$ cat config.mk
export PLATFORM = sky130hd
export DESIGN_NAME = token_bucket_packet_policer_unit
export DESIGN_NICKNAME = d
export VERILOG_FILES = /design/src/tbpp_pkg.sv /design/src/token_bucket_packet_policer_unit.sv /design/src/tbpp_cfg_regs.sv /design/src/tbpp_credit_unit.sv
export SDC_FILE = /design/constraint.sdc
export NUM_CORES = 2
export LEC_CHECK = 0
export ABC_AREA = 1
export BUFFER_PORTS_ARGS = -buffer_cell sky130_fd_sc_hd__buf_4
export CAP_MARGIN = 20
export CORE_UTILIZATION = 40
export DETAILED_ROUTE_END_ITERATION = 10
export SYNTH_ARGS = -nofsm -noshare
export SYNTH_HDL_FRONTEND = slang
export SYNTH_SLANG_ARGS = --single-unit
$ cat constraint.sdc
create_clock -name aclk -period 8.1 [get_ports aclk]
set_input_delay 0 -clock aclk [delete_from_list [all_inputs] [get_ports aclk]]
set_output_delay 0 -clock aclk [all_outputs]
set_load 0.005 [all_outputs]
$ cat src/tbpp_pkg.sv
// ----------------------------------------------------------------------------
// tbpp_pkg: shared types and constants of the token bucket packet policer
// Field widths, register indexes and reset values, protocol constants and the
// state types of the policer sequencer and the credit unit.
// ----------------------------------------------------------------------------
package tbpp_pkg;

    // Field widths
    localparam int TS_W    = 64;  // timestamp / elapsed time
    localparam int LEN_W   = 16;  // frame_len, captured_len, ether_type
    localparam int TOK_W   = 32;  // tokens_per_period
    localparam int CAP_W   = 48;  // bucket_capacity, bucket_level
    localparam int PER_W   = 32;  // refill_period_ns
    localparam int PROD_W  = TOK_W + TS_W;  // full-width tokens * elapsed
    localparam int QUOT_W  = CAP_W + 1;     // credit quotient, beyond this it saturates
    localparam int CNT_W   = $clog2(QUOT_W);

    // Stream payload widths
    localparam int S_TDATA_W = 112;
    localparam int M_TDATA_W = 8;

    // Configuration port
    localparam int CFG_IDX_W  = 2;
    localparam int CFG_DATA_W = 48;
    localparam logic [CFG_IDX_W-1:0] CFG_IDX_TOKENS   = 2'd0;
    localparam logic [CFG_IDX_W-1:0] CFG_IDX_CAPACITY = 2'd1;
    localparam logic [CFG_IDX_W-1:0] CFG_IDX_PERIOD   = 2'd2;

    localparam logic [TOK_W-1:0] TOKENS_RESET   = 32'd625000;
    localparam logic [CAP_W-1:0] CAPACITY_RESET = 48'd62500000;
    localparam logic [PER_W-1:0] PERIOD_RESET   = 32'd10000000;

    // Packet classification
    localparam logic [LEN_W-1:0] ETH_HDR_BYTES  = 16'd14;
    localparam logic [LEN_W-1:0] IPV4_HDR_BYTES = 16'd20;
    localparam logic [LEN_W-1:0] ETHERTYPE_IPV4 = 16'h0800;

    // Verdict codes
    localparam logic VERDICT_PASS = 1'b0;
    localparam logic VERDICT_DROP = 1'b1;

    typedef enum logic [2:0] {
        ST_IDLE,
        ST_TEST,
        ST_CREDIT,
        ST_REFILL,
        ST_CHARGE,
        ST_OUT
    } tbpp_state_t;

    typedef enum logic [2:0] {
        CU_IDLE,
        CU_MUL_LO,
        CU_MUL_HI,
        CU_ADD,
        CU_CHECK,
        CU_DIV,
        CU_DONE
    } cu_state_t;

    typedef struct packed {
        logic done;  // quotient valid this cycle
        logic sat;   // quotient does not fit QUOT_W bits
    } cu_status_t;

endpackage

$ cat src/token_bucket_packet_policer_unit.sv
// Sequence: a packet not policed goes from acceptance straight to the output state; a policed
// packet passes the test and charge states first, and with a refill the credit and refill states.
// Throughput: one packet at a time; a new one is accepted once the verdict is registered, after
// any output stall. A refill takes two 32x32 multiplier passes and, unsaturated, the 49-step divider.
// Reset (aresetn, synchronous): bucket level and refill time to zero, registers
// to their defaults, both channels empty.
// ----------------------------------------------------------------------------
// token_bucket_packet_policer_unit: token bucket packet policer
// Classifies each packet, refills the bucket from elapsed time when more than
// one period has passed, and passes or drops the packet against the credit.
// ----------------------------------------------------------------------------
module token_bucket_packet_policer_unit (
    input  logic                             aclk,
    input  logic                             aresetn,
    input  logic                             s_tvalid,
    output logic                             s_tready,
    // s_tdata from bit 0: timestamp_ns[63:0], frame_len[15:0], captured_len[15:0],
    // ether_type[15:0]
    input  logic [tbpp_pkg::S_TDATA_W-1:0]   s_tdata,
    output logic                             m_tvalid,
    input  logic                             m_tready,
    // m_tdata from bit 0: verdict, then zero fill
    output logic [tbpp_pkg::M_TDATA_W-1:0]   m_tdata,
    input  logic                             cfg_we,
    input  logic [tbpp_pkg::CFG_IDX_W-1:0]   cfg_index,
    input  logic [tbpp_pkg::CFG_DATA_W-1:0]  cfg_wdata
);

    localparam int LEN_LO = tbpp_pkg::TS_W;
    localparam int CAP_LO = LEN_LO + tbpp_pkg::LEN_W;
    localparam int ETH_LO = CAP_LO + tbpp_pkg::LEN_W;

    logic [tbpp_pkg::TOK_W-1:0]  tokens;
    logic [tbpp_pkg::CAP_W-1:0]  capacity;
    logic [tbpp_pkg::PER_W-1:0]  period;

    tbpp_pkg::cu_status_t        cu_status;
    logic [tbpp_pkg::QUOT_W-1:0] cu_quot;
    logic                        cu_start;

    tbpp_pkg::tbpp_state_t       state_reg, state_next;
    logic [tbpp_pkg::TS_W-1:0]   ts_reg, ts_next;
    logic [tbpp_pkg::LEN_W-1:0]  len_reg, len_next;
    logic [tbpp_pkg::TS_W-1:0]   elapsed_reg, elapsed_next;
    logic                        verdict_reg, verdict_next;
    logic [tbpp_pkg::CAP_W-1:0]  level_reg, level_next;
    logic [tbpp_pkg::TS_W-1:0]   last_reg, last_next;
    logic                        m_tvalid_reg, m_tvalid_next;
    logic                        m_verdict_reg, m_verdict_next;

    logic [tbpp_pkg::TS_W-1:0]   s_ts;
    logic [tbpp_pkg::LEN_W-1:0]  s_frame_len;
    logic [tbpp_pkg::LEN_W-1:0]  s_captured_len;
    logic [tbpp_pkg::LEN_W-1:0]  s_ether_type;
    logic                        policed;
    logic [tbpp_pkg::CAP_W+1:0]  refill_sum;

    tbpp_cfg_regs u_cfg (
        .aclk      (aclk),
        .aresetn   (aresetn),
        .cfg_we    (cfg_we),
        .cfg_index (cfg_index),
        .cfg_wdata (cfg_wdata),
        .tokens    (tokens),
        .capacity  (capacity),
        .period    (period)
    );

    tbpp_credit_unit u_credit (
        .aclk    (aclk),
        .aresetn (aresetn),
        .start   (cu_start),
        .tokens  (tokens),
        .elapsed (elapsed_reg),
        .period  (period),
        .status  (cu_status),
        .quot    (cu_quot)
    );

    assign s_ts           = s_tdata[tbpp_pkg::TS_W-1:0];
    assign s_frame_len    = s_tdata[LEN_LO+tbpp_pkg::LEN_W-1:LEN_LO];
    assign s_captured_len = s_tdata[CAP_LO+tbpp_pkg::LEN_W-1:CAP_LO];
    assign s_ether_type   = s_tdata[ETH_LO+tbpp_pkg::LEN_W-1:ETH_LO];

    // the IPv4 length check also covers the Ethernet header check
    assign policed = (s_ether_type == tbpp_pkg::ETHERTYPE_IPV4) &&
                     (s_captured_len >= (tbpp_pkg::ETH_HDR_BYTES + tbpp_pkg::IPV4_HDR_BYTES));

    assign refill_sum = {2'b00, level_reg} + {1'b0, cu_quot};

    assign s_tready = (state_reg == tbpp_pkg::ST_IDLE);
    assign m_tvalid = m_tvalid_reg;
    assign m_tdata  = {{(tbpp_pkg::M_TDATA_W-1){1'b0}}, m_verdict_reg};

    always_ff @(posedge aclk) begin
        if (!aresetn) begin
            state_reg    <= tbpp_pkg::ST_IDLE;
            level_reg    <= '0;
            last_reg     <= '0;
            m_tvalid_reg <= 1'b0;
        end else begin
            state_reg    <= state_next;
            level_reg    <= level_next;
            last_reg     <= last_next;
            m_tvalid_reg <= m_tvalid_next;
        end
        ts_reg        <= ts_next;
        len_reg       <= len_next;
        elapsed_reg   <= elapsed_next;
        verdict_reg   <= verdict_next;
        m_verdict_reg <= m_verdict_next;
    end

    always_comb begin
        state_next     = state_reg;
        ts_next        = ts_reg;
        len_next       = len_reg;
        elapsed_next   = elapsed_reg;
        verdict_next   = verdict_reg;
        level_next     = level_reg;
        last_next      = last_reg;
        m_tvalid_next  = m_tvalid_reg;
        m_verdict_next = m_verdict_reg;
        cu_start       = 1'b0;

        // retire the output transaction
        if (m_tvalid_reg && m_tready) begin
            m_tvalid_next = 1'b0;
        end

        case (state_reg)
            tbpp_pkg::ST_IDLE: begin
                if (s_tvalid) begin
                    ts_next      = s_ts;
                    len_next     = s_frame_len;
                    elapsed_next = s_ts - last_reg;
                    verdict_next = tbpp_pkg::VERDICT_PASS;
                    state_next   = policed ? tbpp_pkg::ST_TEST : tbpp_pkg::ST_OUT;
                end
            end
            tbpp_pkg::ST_TEST: begin
                if (elapsed_reg > {{(tbpp_pkg::TS_W-tbpp_pkg::PER_W){1'b0}}, period}) begin
                    cu_start   = 1'b1;
                    state_next = tbpp_pkg::ST_CREDIT;
                end else begin
                    state_next = tbpp_pkg::ST_CHARGE;
                end
            end
            tbpp_pkg::ST_CREDIT: begin
                if (cu_status.done) begin
                    state_next = tbpp_pkg::ST_REFILL;
                end
            end
            tbpp_pkg::ST_REFILL: begin
                // saturate at capacity, also when capacity fell below the level
                if (cu_status.sat || (refill_sum > {2'b00, capacity})) begin
                    level_next = capacity;
                end else begin
                    level_next = refill_sum[tbpp_pkg::CAP_W-1:0];
                end
                last_next  = ts_reg;
                state_next = tbpp_pkg::ST_CHARGE;
            end
            tbpp_pkg::ST_CHARGE: begin
                if (level_reg < {{(tbpp_pkg::CAP_W-tbpp_pkg::LEN_W){1'b0}}, len_reg}) begin
                    verdict_next = tbpp_pkg::VERDICT_DROP;
                end else begin
                    level_next = level_reg -
                                 {{(tbpp_pkg::CAP_W-tbpp_pkg::LEN_W){1'b0}}, len_reg};
                end
                state_next = tbpp_pkg::ST_OUT;
            end
            tbpp_pkg::ST_OUT: begin
                // hold until the output register is free
                if (!m_tvalid_reg || m_tready) begin
                    m_tvalid_next  = 1'b1;
                    m_verdict_next = verdict_reg;
                    state_next     = tbpp_pkg::ST_IDLE;
                end
            end
            default: begin
                state_next = tbpp_pkg::ST_IDLE;
            end
        endcase
    end

endmodule

$ cat src/tbpp_cfg_regs.sv
// ----------------------------------------------------------------------------
// tbpp_cfg_regs: policer configuration registers
// Write-only register file for rate, capacity and refill period. A period of
// zero is presented as one.
// ----------------------------------------------------------------------------
module tbpp_cfg_regs (
    input  logic                            aclk,
    input  logic                            aresetn,
    input  logic                            cfg_we,
    input  logic [tbpp_pkg::CFG_IDX_W-1:0]  cfg_index,
    input  logic [tbpp_pkg::CFG_DATA_W-1:0] cfg_wdata,
    output logic [tbpp_pkg::TOK_W-1:0]      tokens,
    output logic [tbpp_pkg::CAP_W-1:0]      capacity,
    output logic [tbpp_pkg::PER_W-1:0]      period
);

    logic [tbpp_pkg::TOK_W-1:0] tokens_reg;
    logic [tbpp_pkg::CAP_W-1:0] capacity_reg;
    logic [tbpp_pkg::PER_W-1:0] period_reg;

    always_ff @(posedge aclk) begin
        if (!aresetn) begin
            tokens_reg   <= tbpp_pkg::TOKENS_RESET;
            capacity_reg <= tbpp_pkg::CAPACITY_RESET;
            period_reg   <= tbpp_pkg::PERIOD_RESET;
        end else if (cfg_we) begin
            case (cfg_index)
                tbpp_pkg::CFG_IDX_TOKENS: begin
                    tokens_reg <= cfg_wdata[tbpp_pkg::TOK_W-1:0];
                end
                tbpp_pkg::CFG_IDX_CAPACITY: begin
                    capacity_reg <= cfg_wdata[tbpp_pkg::CAP_W-1:0];
                end
                tbpp_pkg::CFG_IDX_PERIOD: begin
                    period_reg <= cfg_wdata[tbpp_pkg::PER_W-1:0];
                end
                default: begin
                    // unknown index: drop the write
                end
            endcase
        end
    end

    assign tokens   = tokens_reg;
    assign capacity = capacity_reg;
    assign period   = (period_reg == '0) ? tbpp_pkg::PER_W'(1) : period_reg;

endmodule

$ cat src/tbpp_credit_unit.sv
// ----------------------------------------------------------------------------
// tbpp_credit_unit: iterative credit generator
// Computes floor(tokens * elapsed / period) with one shared 32x32 multiplier
// used twice and a restoring divider that retires one quotient bit a cycle.
// Quotients of 2^49 or more are flagged as saturated.
// ----------------------------------------------------------------------------
module tbpp_credit_unit (
    input  logic                          aclk,
    input  logic                          aresetn,
    input  logic                          start,
    input  logic [tbpp_pkg::TOK_W-1:0]    tokens,
    input  logic [tbpp_pkg::TS_W-1:0]     elapsed,
    input  logic [tbpp_pkg::PER_W-1:0]    period,
    output tbpp_pkg::cu_status_t          status,
    output logic [tbpp_pkg::QUOT_W-1:0]   quot
);

    localparam int HI_W = tbpp_pkg::PROD_W - tbpp_pkg::QUOT_W;

    tbpp_pkg::cu_state_t state_reg, state_next;

    logic [2*tbpp_pkg::TOK_W-1:0]  part_reg, part_next;
    logic [tbpp_pkg::PROD_W-1:0]   prod_reg, prod_next;
    logic [tbpp_pkg::PER_W-1:0]    rem_reg, rem_next;
    logic [tbpp_pkg::CNT_W-1:0]    cnt_reg, cnt_next;
    logic                          sat_reg, sat_next;

    logic [tbpp_pkg::TOK_W-1:0]    mul_b;
    logic [2*tbpp_pkg::TOK_W-1:0]  mul_out;
    logic [tbpp_pkg::PER_W:0]      trial;
    logic [tbpp_pkg::PER_W:0]      diff;
    logic                          take;

    always_ff @(posedge aclk) begin
        if (!aresetn) begin
            state_reg <= tbpp_pkg::CU_IDLE;
        end else begin
            state_reg <= state_next;
        end
        part_reg <= part_next;
        prod_reg <= prod_next;
        rem_reg  <= rem_next;
        cnt_reg  <= cnt_next;
        sat_reg  <= sat_next;
    end

    always_comb begin
        // the one multiplier: low half of elapsed first, then the high half
        mul_b   = (state_reg == tbpp_pkg::CU_MUL_LO) ? elapsed[tbpp_pkg::TOK_W-1:0]
                                                     : elapsed[tbpp_pkg::TS_W-1:tbpp_pkg::TOK_W];
        mul_out = tokens * mul_b;

        // restoring division step: bring in the next dividend bit
        trial = {rem_reg, prod_reg[tbpp_pkg::QUOT_W-1]};
        take  = (trial >= {1'b0, period});
        diff  = trial - {1'b0, period};

        state_next = state_reg;
        part_next  = part_reg;
        prod_next  = prod_reg;
        rem_next   = rem_reg;
        cnt_next   = cnt_reg;
        sat_next   = sat_reg;

        case (state_reg)
            tbpp_pkg::CU_IDLE: begin
                if (start) begin
                    state_next = tbpp_pkg::CU_MUL_LO;
                end
            end
            tbpp_pkg::CU_MUL_LO: begin
                part_next  = mul_out;
                state_next = tbpp_pkg::CU_MUL_HI;
            end
            tbpp_pkg::CU_MUL_HI: begin
                prod_next  = {{tbpp_pkg::TOK_W{1'b0}}, part_reg};
                part_next  = mul_out;
                state_next = tbpp_pkg::CU_ADD;
            end
            tbpp_pkg::CU_ADD: begin
                prod_next  = prod_reg + {part_reg, {tbpp_pkg::TOK_W{1'b0}}};
                state_next = tbpp_pkg::CU_CHECK;
            end
            tbpp_pkg::CU_CHECK: begin
                // quotient overflows QUOT_W bits when the upper part reaches the divisor
                sat_next = (prod_reg[tbpp_pkg::PROD_W-1:tbpp_pkg::QUOT_W] >=
                            HI_W'(period));
                rem_next = prod_reg[tbpp_pkg::QUOT_W+tbpp_pkg::PER_W-1:tbpp_pkg::QUOT_W];
                cnt_next = tbpp_pkg::CNT_W'(tbpp_pkg::QUOT_W - 1);
                state_next = sat_next ? tbpp_pkg::CU_DONE : tbpp_pkg::CU_DIV;
            end
            tbpp_pkg::CU_DIV: begin
                rem_next = take ? diff[tbpp_pkg::PER_W-1:0] : trial[tbpp_pkg::PER_W-1:0];
                // shift dividend bits out of the low part, quotient bits in
                prod_next = {prod_reg[tbpp_pkg::PROD_W-1:tbpp_pkg::QUOT_W],
                             prod_reg[tbpp_pkg::QUOT_W-2:0], take};
                cnt_next  = cnt_reg - 1'b1;
                if (cnt_reg == '0) begin
                    state_next = tbpp_pkg::CU_DONE;
                end
            end
            tbpp_pkg::CU_DONE: begin
                state_next = tbpp_pkg::CU_IDLE;
            end
            default: begin
                state_next = tbpp_pkg::CU_IDLE;
            end
        endcase
    end

    assign status.done = (state_reg == tbpp_pkg::CU_DONE);
    assign status.sat  = sat_reg;
    assign quot        = prod_reg[tbpp_pkg::QUOT_W-1:0];

endmodule
[Yosys cells after proc, flatten, opt, wreduce, memory -nomap -nowiden]
Index checks and enable logic that the tools add are counted.
Cells by class
  bitwise operators: 1
  equality and inequality tests: 21
  multiplexer cells: 27
  order comparisons: 6
  $add $sub $neg: 6
  reductions and logical operators: 26
  multipliers: 1
Operators by type and width (number)
  96-bit case mux with 3 select lines: 1
  96-bit adder: 1
  32-bit 2-to-1 mux: 3
  48-bit 2-to-1 mux: 2
  48-bit case mux with 2 select lines: 1
  64-bit by 32-bit greater-than comparator with 1-bit output: 1
  32-bit by 32-bit multiplier with 64-bit output: 1
  32-bit case mux with 2 select lines: 1
  64-bit subtractor: 1
  48-bit by 49-bit adder with 50-bit output: 1
  50-bit by 48-bit greater-than comparator with 1-bit output: 1
  48-bit by 16-bit less-than comparator with 1-bit output: 1
  48-bit by 16-bit subtractor with 48-bit output: 1
  47-bit by 32-bit >= comparator with 1-bit output: 1
  3-bit case mux with 6 select lines: 2
  33-bit by 32-bit >= comparator with 1-bit output: 1
  32-bit zero test: 1
  32-bit subtractor: 1
  3-bit 2-to-1 mux: 7
  16-bit by 12-bit equality test with 1-bit output (second input constant): 1
  16-bit by 6-bit >= comparator with 1-bit output (second input constant): 1
  2-bit AND reduction: 8
  3-bit equality test (second input constant): 5
  3-bit by 2-bit equality test with 1-bit output (second input constant): 4
  other kinds (21): 40
Word-level totals
  output and inout port bits: 10
  input port bits: 167
  flip-flop bits (word level): 576
  logic and storage cells: 107

[Longest topological paths before layout]
  depth after elaboration: 7
  gate-level depth with buffers: 38

[Hierarchy]
From an unflattened synthesis, not the netlist that was laid out.
Unflattened totals
  cells, all modules: 10160
  area, all modules: 76314.4 um^2
By module, submodules not included
  tbpp_credit_unit: cells an instance 6786, area each 51503.1 um^2, instances 1
  token_bucket_packet_policer_unit: cells an instance 2821, area each 20673.6 um^2, instances 1
  tbpp_cfg_regs: cells an instance 553, area each 4137.7 um^2, instances 1

[Worst setup path before layout]
Ideal clock, no wire load.
  path type: register to register
  from: reg u_credit.state_reg[0]
  to: reg u_credit.part_reg[48] (netlist name), data pin
  data arrival time: 7.504 ns
  path slack: 0.336 ns
  cell stages (with the launch flop): 34
  setup time: 0.260 ns
  path through: dfxtp_1 -> inv_1 -> nor2_1 -> nand2_1 -> clkbuf_1 -> clkbuf_1 -> nand2_1 -> o21ai_0 -> clkbuf_1 -> clkbuf_1 -> nor2_1 -> fa_1 -> fa_1 -> fa_1 -> inv_1 -> fa_1 -> inv_1 -> fa_1 -> fa_1 -> fa_1 -> inv_1 -> fa_1 -> inv_1 -> ha_1 -> nand2_1 -> nor2_1 -> nand2_1 -> nor4_1 -> a21oi_1 -> o21ai_0 -> nand2_1 -> nand2_1 -> a21oi_1 -> xnor2_1
On the way
  longest elaborated chain between the ends: 3
Ends and longest elaborated chain
  from (decl): RTL line tbpp_credit_unit.sv:20  | tbpp_pkg::cu_state_t state_reg, state_next;
  from (signal assigned): RTL line tbpp_credit_unit.sv:36  | state_reg <= tbpp_pkg::CU_IDLE;
  from (signal assigned): RTL line tbpp_credit_unit.sv:38  | state_reg <= state_next;
  3-bit by 1-bit equality test with 1-bit output: RTL line tbpp_credit_unit.sv:49  | mul_b = (state_reg == tbpp_pkg::CU_MUL_LO) ? elapsed[tbpp_pkg::TOK_W-1:0]
  32-bit 2-to-1 mux: RTL line tbpp_credit_unit.sv:49
  32-bit by 32-bit multiplier with 64-bit output: RTL line tbpp_credit_unit.sv:51  | mul_out = tokens * mul_b;
  named net u_credit.mul_out, one bit: RTL line tbpp_credit_unit.sv:29  | logic [2*tbpp_pkg::TOK_W-1:0] mul_out;
  to (signal assigned): RTL line tbpp_credit_unit.sv:40  | part_reg <= part_next;
  to (decl): RTL line tbpp_credit_unit.sv:22  | logic [2*tbpp_pkg::TOK_W-1:0] part_reg, part_next;
The timed path passes the listed nets, and every way through them passes these cells.
A chain may end at the register's enable or synchronous reset.

[Worst setup path in the final report]
  from: reg u_credit.state_reg[0]
  to: reg u_credit.part_reg[28] (netlist name), data pin
Same word-level chain as after synthesis.

==> impl_metrics.toml <==
[placed_design]
dp_hpwl_um = 225000
io_buffers = 168
place.gp.congestion = 0.991
dp_slack_ns = -0.0199

[logic_synthesis]
syn_area_um2 = 71000
synth_seq_cells = 576
async_flop_share_pct = 0
syn_inst = 8845
synth.avg_cell_area_um2 = 8.02
synth_edf_count = 345
synth-warning-count = 0
seq_area_frac_synth_pct = 21.1
ys.flop_type = "edfxtp_1"
ys_types = 60

[grt]
grt_max_degree = 129
grt_pass1_wl_um = 407000
grt_antenna_before_repair = 11
use_met2_pct = 49.4
use_met1_pct = 38.8
grt_usage_pct = 30.4
grt_pass1_vias = 64510
grt_overflow = 0
grt_use_met3_pct = 5.71
top_usage_layer = "met2"

[detailed_routing]
post_drt_wl_per_cell_um = 23.2
drtIter0Drc = 4841
routed_wirelength_um = 274000
drc = 0
num_vias = 63258
avgViaCountPerCell = 5.34
first_pass_iters = 6
antenna_left = 0

[clocking]
clock_tree.root_cell = "clkbuf_16"
cts-buffers-inserted = 74
cts_sinks = 576
htreeDepth = 3
clk-insertion-delay-late_ns = 0.71
clock_path_buffers = 3
clk_pin_slew_ns = 0.06
cts_tree = "built"

[sta]
hold_violations = 0
fin_crit_sh_pct = 98.6
skew_ns = 0.0439
relSlewSlack_pct = 28.4
slew_violations = 0
fin_ws_ns = 0.112
setup_violations = 0
min_period_ns = 7.99
worst_pin_slew_ns = 1.07
fmax_ghz = 0.125

[setup_path]
path_class = "flip-flop to flip-flop"
critPathMaxStageDelay_ns = 0.56
crit_required_ns = 8.57
crit_path_end_kind = "flip-flop"
crit_fanout = 16
cp_slowest_cell = "fa_1"
cp.arrival_ns = 8.46
start_kind = "flip-flop"

[floorplan]
fp-row-count = 154
die_h_um = 423
pin_count = 177
start_util_pct = 40.3
die_w_um = 423
design.die.area_um2 = 179000
core_um2 = 176000

[hold_path]
min_path_type = "input port to flip-flop"

[outcome]
outcome = "finished clean"

[cells_and_area]
layout.nets = 11102
largest_register_ff_count = 96
drive_gt1_share_pct = 9.65
layout-area-overhead-vs-synth_pct = 17.4

[flow_run]
drv_cap = 0
==> synthesized netlist by cell type (all sizes together), types with 58 or more instances <==
master  number  area share (%)
clkbuf     270             1.4
inv       1698             9.0
a31oi       95            0.84
ha         599              11
xnor2       87             1.1
edfxtp     345              15
dfxtp      231             6.5
nand2     1362             7.3
o211ai      61            0.65
a21oi      712             5.1
fa         901              25
nor3        58            0.41
o21ai      536             3.8
nand3      220             1.6
xor2       142             1.8
nor2      1110             5.9
==> cells by family after synthesis <==
| logic type | after synthesis | share of synthesized area, % |
|---|---|---|
| AO/OA/AOI/OAI | 1590 | 12.5 |
| XOR/XNOR | 229 | 2.83 |
| adder cells (fa/ha/maj) | 1500 | 36.0 |
| buffers and inverters | 2038 | 10.9 |
| flip-flops | 576 | 21.1 |
| other | 1 | 0.00528 |
| AND/OR/NAND/NOR | 2911 | 16.7 |
==> critical path: cells and delay by family (launching register included) <==
| kind | cells | cell delay [ns] |
|---|---|---|
| AO/OA/AOI/OAI | 4 | 0.75 |
| AND/OR/NAND/NOR | 9 | 0.94 |
| buffers and inverters | 13 | 1.46 |
| adder cells (fa/ha/maj) | 9 | 3.84 |
| flip-flops | 1 | 0.34 |
| XOR/XNOR | 1 | 0.37 |
==> per-stage QoR <==
step | setup TNS, ns | std cells | area, um2 | utilization [%] | hold slack [ns]
6_report | 0 | 11842 | 83300 | 47.3 | 0.0458
5_1_grt | -0.149 | 11840 | 83300 | 47.3 | 0.0200
4_1_cts | 0 | 11818 | 82400 | 46.8 | 0.0000123
3_5_place_dp | -0.0199 | 11467 | 77700 | 44.1 | 0.180
3_3_place_gp | 0 | 11466 | 77600 | 44.1 | 0.179
2_1_floorplan | 0 | 8851 | 71000 | - | 0.0989
==> cell usage in the layout (no fill, tap or decap), types with 16 or more instances in the layout <==
cell type      instances
a22o_1                32
nor2_1              1080
clkinv_1              30
o21ai_1               59
inv_2                 16
a21o_1                38
o21ai_2               21
nor3_1                53
nand3b_1              45
nand4_1               53
nand2_2               23
fa_1                 888
o21a_1                30
o211ai_1              61
nor2_2                20
dfxtp_1              230
a21oi_2               23
a31oi_1               87
dlygate4sd3_1        214
inv_1               1680
ha_1                 587
buf_4                548
nand3_1              213
clkbuf_16             82
a21oi_1              689
buf_12                43
nor4_1                45
o21ai_0              452
o21bai_1              26
xor2_1               142
nand2_1             1337
xnor2_1               87
edfxtp_1             345
==> final cells by class <==
cell class / instances / area (um2)
clock inverter: 46 / 594
sequential: 576 / 15000
inverter: 1724 / 6490
multi-input combinational: 6237 / 48800
fill: 17313 / 92800
clock buffer: 91 / 2010
antenna: 6 / 15.0
timing repair buffer: 822 / 7430
tap: 2340 / 2930
==> worst paths after layout <==
kind              depth (start not counted)               endpoint  slack [ns]                  start
hold reg to reg                           0          m_verdict_reg        0.42            verdict_reg
hold / removal                            2             ts_reg[52]        0.05            s_tdata[52]
setup / recovery                         36  u_credit.part_reg[28]        0.11  u_credit.state_reg[0]
setup reg to reg                         36  u_credit.part_reg[28]        0.11  u_credit.state_reg[0]
==> what timing repair did <==
item | 4_1_cts | 5_1_grt
buffers inserted | 0 | 11
hold endpoints to repair | 292 | 0
cloned | 0 | 7
hold buffers | 214 | 0
endpoints found under the setup margin | 1 | 33
pin swaps | 0 | 38
gates resized for setup | 2 | 125
==> routing by layer <==
metal	part of all wire (%)	vias up
li1	-	29281
met1	41	31042
met2	46	2378
met3	7.6	553
met4	5.8	4
met5	0.0077	-
Power is left out: the tool's default activity adds up to more than one toggle a clock period on the data nets, which glitch-free logic cannot reach.
